**src/rtl/uet_pkg.sv**
```systemverilog
// Shared types, codes and default sizes for the undirected edge table.
// Used by the controller, the datapath and the top level; depends on nothing.
package uet_pkg;

    // Default sizes
    localparam int UET_MAX_EDGES = 64;
    localparam int UET_NODE_BITS = 16;

    // Fixed field widths on the stream ports
    localparam int NODE_FIELD_W = 16;
    localparam int ACT_W        = 2;
    localparam int ST_W         = 3;

    // Operation codes
    localparam logic [ACT_W-1:0] ACT_ADD    = 2'd0;
    localparam logic [ACT_W-1:0] ACT_REMOVE = 2'd1;
    localparam logic [ACT_W-1:0] ACT_TEST   = 2'd2;
    localparam logic [ACT_W-1:0] ACT_LIST   = 2'd3;

    // Result status codes
    localparam logic [ST_W-1:0] ST_OK       = 3'd0;
    localparam logic [ST_W-1:0] ST_PRESENT  = 3'd1;
    localparam logic [ST_W-1:0] ST_NOTFOUND = 3'd2;
    localparam logic [ST_W-1:0] ST_FULL     = 3'd3;
    localparam logic [ST_W-1:0] ST_NONE     = 3'd4;

    // Controller to datapath
    typedef struct packed {
        logic load;        // capture a new input transaction, restart the scan
        logic scan;        // walk the stored edges
        logic shift_init;  // point the read pipe just past the removed entry
        logic shift;       // move later entries down one place
        logic finish;      // emit the final result and commit the update
    } uet_cmd_t;

    // Datapath to controller
    typedef struct packed {
        logic pipe_done;   // read pipe drained, nothing more to issue
        logic need_shift;  // remove found its edge
        logic out_free;    // output register can take a result this cycle
    } uet_stat_t;

endpackage

```
**src/rtl/uet_ctrl.sv**
```systemverilog
// Sequencer for the edge table: accept, scan, optional shift, final result.
// Depends on uet_pkg for the command and status structs.
module uet_ctrl
    import uet_pkg::*;
(
    input  logic      clk,
    input  logic      rst_n,
    input  logic      in_valid,
    output logic      in_ready,
    input  uet_stat_t stat,
    output uet_cmd_t  cmd
);

    typedef enum logic [3:0] {
        S_IDLE  = 4'b0001,
        S_SCAN  = 4'b0010,
        S_SHIFT = 4'b0100,
        S_DONE  = 4'b1000
    } state_t;

    state_t state_reg;
    state_t state_next;

    // State register
    always_ff @(posedge clk or negedge rst_n)
    begin
        if (!rst_n)
        begin
            state_reg <= S_IDLE;
        end
        else
        begin
            state_reg <= state_next;
        end
    end

    assign in_ready = (state_reg == S_IDLE);

    // Next state and commands
    always_comb
    begin
        state_next = state_reg;
        cmd        = '0;
        case (state_reg)
            S_IDLE:
            begin
                if (in_valid)
                begin
                    cmd.load   = 1'b1;
                    state_next = S_SCAN;
                end
            end
            S_SCAN:
            begin
                cmd.scan = 1'b1;
                if (stat.pipe_done)
                begin
                    if (stat.need_shift)
                    begin
                        cmd.shift_init = 1'b1;
                        state_next     = S_SHIFT;
                    end
                    else
                    begin
                        state_next = S_DONE;
                    end
                end
            end
            S_SHIFT:
            begin
                cmd.shift = 1'b1;
                if (stat.pipe_done)
                begin
                    state_next = S_DONE;
                end
            end
            S_DONE:
            begin
                if (stat.out_free)
                begin
                    cmd.finish = 1'b1;
                    state_next = S_IDLE;
                end
            end
            default:
            begin
                state_next = S_IDLE;
            end
        endcase
    end

endmodule

```
**config.mk**
```make
export PLATFORM = sky130hd
export DESIGN_NAME = uet_ctrl
export DESIGN_NICKNAME = d
export VERILOG_FILES = /design/src/rtl/uet_pkg.sv /design/src/rtl/uet_ctrl.sv
export SDC_FILE = /design/constraint.sdc
export NUM_CORES = 1
export LEC_CHECK = 0
export BUFFER_PORTS_ARGS = -buffer_cell sky130_fd_sc_hd__buf_2
export CORE_AREA = 2 2 39 41
export CTS_CLUSTER_DIAMETER = 50
export DETAILED_ROUTE_END_ITERATION = 8
export DIE_AREA = 0 0 41 43
export GPL_TIMING_DRIVEN = 0
export SETUP_SLACK_MARGIN = 0.1
export SLEW_MARGIN = 20
export SYNTH_ARGS = -nofsm -noshare
export SYNTH_HDL_FRONTEND = slang
export SYNTH_SLANG_ARGS = --single-unit
```
**constraint.sdc**
```tcl
create_clock -name clk -period 2.9 [get_ports clk]
set_clock_uncertainty 0.05 [all_clocks]
set_input_delay 0.145 -clock clk [delete_from_list [all_inputs] [get_ports clk]]
set_output_delay 0.145 -clock clk [all_outputs]
set_load 0.01 [all_outputs]
```
After elaboration in Yosys (flattened, before gate mapping)
Index checks and enable logic that the tools add are counted.
- bits in read-only memories: 0
- register bits: 4
- word-level logic and storage cells: 24
- input port bits: 6
- output and inout port bits: 6
- latch bits: 0
- memories: 0
- memory bits (writable): 0
- muxes and demuxes: 14
- shift-type cells: 0
- bitwise logic cells: 0
- add/subtract/negate cells: 0
- divide/modulo/power cells: 0
- reductions and logical operators: 1
- multiply operators: 0
- equal/unequal tests: 8
- order comparisons: 0
- operators with widths (kind ; number):
    two-way mux 4 bit ; 5
    one-hot mux 4 bit (4 select lines) ; 1
    inequality test 2 bit, second input constant ; 4
    two-way mux 1 bit ; 7
    equality test 4 x 1 -> 1 bit, second input constant ; 1
    equality test 4 x 2 -> 1 bit, second input constant ; 1
    equality test 4 x 3 -> 1 bit, second input constant ; 1
    equality test 4 bit, second input constant ; 1
    AND reduction 4 bit ; 1
    two-way mux 2 bit ; 1

Longest topological paths before layout
- depth after elaboration: 3
- depth in mapped cells: 4
- mapped depth without buffers: 3

Worst setup path after synthesis
No wires, ideal clock.
- path kind: reg-to-reg
- start point: register state_reg[0]
- end point: register state_reg[0]
- setup slack: 1.570 ns
- library setup time: 0.108 ns
- clock period less this slack: 1.330 ns
- path buffers: 0
- data required time: 2.742 ns
- stages on the path, launching flop included: 4
- data arrival time: 1.172 ns
- cells stage by stage: dfstp_2 -> nand2_1 -> nor4_1 -> a211oi_1
- word-level cells in the longest chain between the ends: 3
- elaborated cells on any way between the ends: 10
- classes of those cells: eq/ne (8); mux (1); reduce/logical (1)
- RTL lines (what ; line ; source):
    start, declared ; uet_ctrl.sv:21 ; state_t state_reg;
    start signal, assigned ; uet_ctrl.sv:33 ; state_reg <= state_next;
    equality test 4 x 2 -> 1 bit (tied with other cells) ; uet_ctrl.sv:44 ; case (state_reg)
    inequality test 2 bit (no line) ; n/a ;
    AND reduction 4 bit (no line) ; n/a ;
Several ways; a longest one is shown, not always the timed one.
A chain may end at the register's enable or synchronous reset.

==> results by stage <==
Global route:
- The layer carrying the most global-route usage is met1.
- Global routing consumed, over all layers together, between 8 and 9% of the routing resources.
- Summed over all layers, the global routing overflow is 0.
- Global routing consumed, on the met2 layer, between 10% and 20% of the routing resources.
- For this run, global-route usage on met3 was measured as about 2.1%.
- The number of antenna violations at the first check in global routing was 0.
- Entering global routing, the biggest net connects 10 pins.
- The global-route wire length before repair is 924 µm.
- Global routing used 10.5% of the available met1 tracks.
- The via count of the first global-routing pass is 237.

Pwr:
- The overall power consumption is 0.000300 W.
- Dividing total power by cell area gives a power density of 765 nW/µm².
- Across the VDD grid, the largest voltage drop is 231 µV.
- The leakage power of the design is roughly 0.2 nW.

Die:
- The floorplan has 14 rows.
- The initial utilization of the core area, before any placement, comes to 20.3%.
- The height of the die is roughly 43 µm.
- The core footprint is 1380 µm².
- The area of the die is approximately 1800 µm².
- The die is 41 µm wide.
- The I/O pin count is 12.

Clocking:
- TritonCTS built the clock tree.
- The CTS H-tree depth is 1.
- The tree built by TritonCTS fans out to 4 sinks.
- The cell chosen for the clock root is clkbuf_4.
- The count of cells resized by post-cts repair is 0.
- In this run the deepest clock path goes through 2 buffers.
- In this run, CTS created clock tree buffers numbering 3.
- After clock tree synthesis, the clock-pin slew on the worst setup and hold paths is 0.04 ns.
- The number of hold buffers added after CTS was 1.
- The clock network latency to the later pin of the worst-skew pair is 0.24 ns.
- The post-CTS setup buffer count is 0.

Setup path:
- By startpoint and endpoint, the worst setup path is classified as reg2out.
- The worst register-to-register path has a depth of 3.
- In this design, the stage delay of the slowest critical-path cell is 0.47 ns.
- Traced cell by cell, the critical path runs through nor4b_4, and3_4, buf_2.
- The cell at the slowest stage of the critical path is dfrtp_1.
- The critical path crosses 3 cells after its start point.
- The number of buffers and inverters on the critical path is 1.
- The required arrival time at the worst endpoint is 2.71 ns.
- The maximum fanout encountered on the critical timing path is 8.
- The sort of element at the start of the critical path is a flip-flop.
- The startpoint of the worst setup timing path is state_reg[3].
- The critical path endpoint category is an output pin.
- The family of cells with the greatest summed delay on the critical path is simple AND/OR/NAND/NOR gates.
- The startpoint of the worst register-to-register path is state_reg[3].
- Data on the critical path arrives at its endpoint at 1.41 ns.

Cells and area:
- The commonest non-fill, non-tap cell in the layout is buf_2.
- The total number of nets in the final design is 51.
- In the layout the commonest cells are buf_2, clkbuf_4, dfrtp_1.
- From synthesis to final layout, the design area changed by 39.7%.
- The sequential cell area in the final layout is 101 µm².
- The proportion of layout cells with a drive suffix above 1 is 45.5%.
- 0 antenna diodes ended up in the layout.
- The number of fill cells in the layout is 157.
- The number of flip-flops under the largest register name is 4.
- The multi-input combinational cells in the finished layout cover a total of approximately 170 µm².

STA:
- The setup-violating endpoint count in the final report is 0.
- The worst pin sits at a relative slew slack of 75.3%.
- Summed over all failing endpoints, the final setup total negative slack is 0 ns.
- At the pin with the least slew margin, the transition time is 0.368 ns.
- The highest attainable clock frequency is 0.623 GHz.
- The final critical path takes up 55.4% of the cycle.
- For the finished layout, the period the worst path requires is about 1.6 ns.
- The post-route worst setup slack is 1.29 ns.
- Setup repair after global routing left no endpoint under its margin.
- The number of hold violations in the final report is 0.
- The number of max-slew violations in the final report is 0.

Place:
- At the placement stage, the worst setup path has a slack of 1.54 ns.
- After legalization and detailed placement, the total HPWL measured 458 µm.
- Routability-driven placement finished with a final weighted congestion of slightly above 0.7.
- Input and output buffers added on the ports amount to 11.

Detailed routing:
- The detail route stage leaves a number of antenna-violating nets equal to 0.
- Dividing the detail-routed wire length by the instance count gives 9.53 µm.
- Dividing the detail-routed via count by the number of cells gives 4.28.
- The first detailed-routing pass ran for 4 iterations.
- After the first detailed-routing iteration, the DRC count stood at 5.
- The total DRC errors in the routed layout is 0.
- The post-detailed-routing wire length is between 500 and 600 µm.
- Detailed routing inserted a total of 257 vias.

Yosys:
- The biggest area contributor in the post-synthesis netlist is dfrtp_1.
- The Yosys step of the flow raised 0 warnings.
- Counting flops and latches in the post-synthesis netlist gives 4.
- Synthesis produced a netlist with a net count of 34.
- After synthesis, the cell types taking the most area are dfrtp_1, dfstp_2, nor4b_4, nor4b_2, nor2b_1.
- The share of the yosys chip area belonging to registers is a little over a third.
- Counting distinct cell types in the post-synthesis netlist gives 22.
- The synthesized netlist occupies a cell area of 280 µm².
- The post-synthesis average cell area is 10.0 µm².
- After technology mapping, the gate count stands at 28.
- The share of synthesized area in the top cell type comes to 26.8%.

Outcome:
- The run finished with clean final reports.

Run:
- The tool flagged a number of max-cap violations equal to 0.

Worst hold path:
- The worst hold path belongs to the class in2reg.
- Counting instances, the worst hold path has a depth of 3.
- The startpoint identified for the worst hold timing path is stat[0].
-- worst paths after layout --
path                                endpoint  slack, ns
worst min-delay path            state_reg[3]       0.16
worst min register to register  state_reg[1]       0.59
worst max-delay path                  cmd[2]       1.29
min in group asynchronous       state_reg[2]       0.19
max in group asynchronous       state_reg[0]       2.41
worst max register to register  state_reg[2]       1.65
-- worst register-to-register path, cell delays in order, from the launching register on --
cell and delay [ns]:
dfrtp_1 0.47, nor4b_4 0.36, and3_4 0.23, a21o_1 0.09
-- layout make-up --
cell class                 instances  share of cell area, %
multi-input combinational         21                   42.2
sequential                         4                   25.9
timing repair buffer              12                   16.6
clock buffer                       4                   6.71
tap                               16                   5.11
buffer                             2                   2.56
inverter                           1                  0.958
-- metrics by stage --
stage / cell area [µm²] / hold WS (ns) / utilization (%) / instances
after CTS: 392 / 0.144 / 28.3 / 60
after detailed placement: 355 / -0.0972 / 25.7 / 55
after floorplan: 280 / -0.201 / - / 28
after global placement: 355 / -0.0995 / 25.7 / 55
after global routing: 392 / 0.170 / 28.3 / 60
final: 392 / 0.155 / 28.3 / 60
-- logic make-up after synthesis --
| group | Yosys count | share of synthesized area [%] |
|---|---|---|
| flops | 4 | 36.2 |
| compound gates | 5 | 13.4 |
| buf+inv | 3 | 4.91 |
| simple gates | 15 | 42.0 |
| mux | 1 | 3.57 |
-- cell usage after synthesis (all sizes together) --
library cell and number:
nand2b 1, nand3b 1, a211oi 1, mux2i 1, nand2 1, or2b 1
dfstp 1, a2bb2oi 1, o21ai 1, nor4b 2, o41ai 1, nor2b 2
nor2 2, inv 1, and3 2, buf 2, nor4 1, a21o 1
nor3 2, dfrtp 3
-- where the power goes --
group	switching, W	total, W	leakage, nW	internal (W)
logic	0.0000628	0.000130	0.134	0.0000674
clock network	0.0000237	0.0000754	0.0150	0.0000517
registers	0.0000178	0.0000940	0.0511	0.0000761
-- per-layer routing --
layer  share of wire, %  routed length (µm)  vias to the layer above
met1                 47                 266                      115
met3                5.1                  29                        0
met2                 48                 276                        4
li1                   -                   -                      138
met5                  0                   0                        -
met4                  0                   0                        0
No activity file was read; power rests on OpenSTA's default activity.
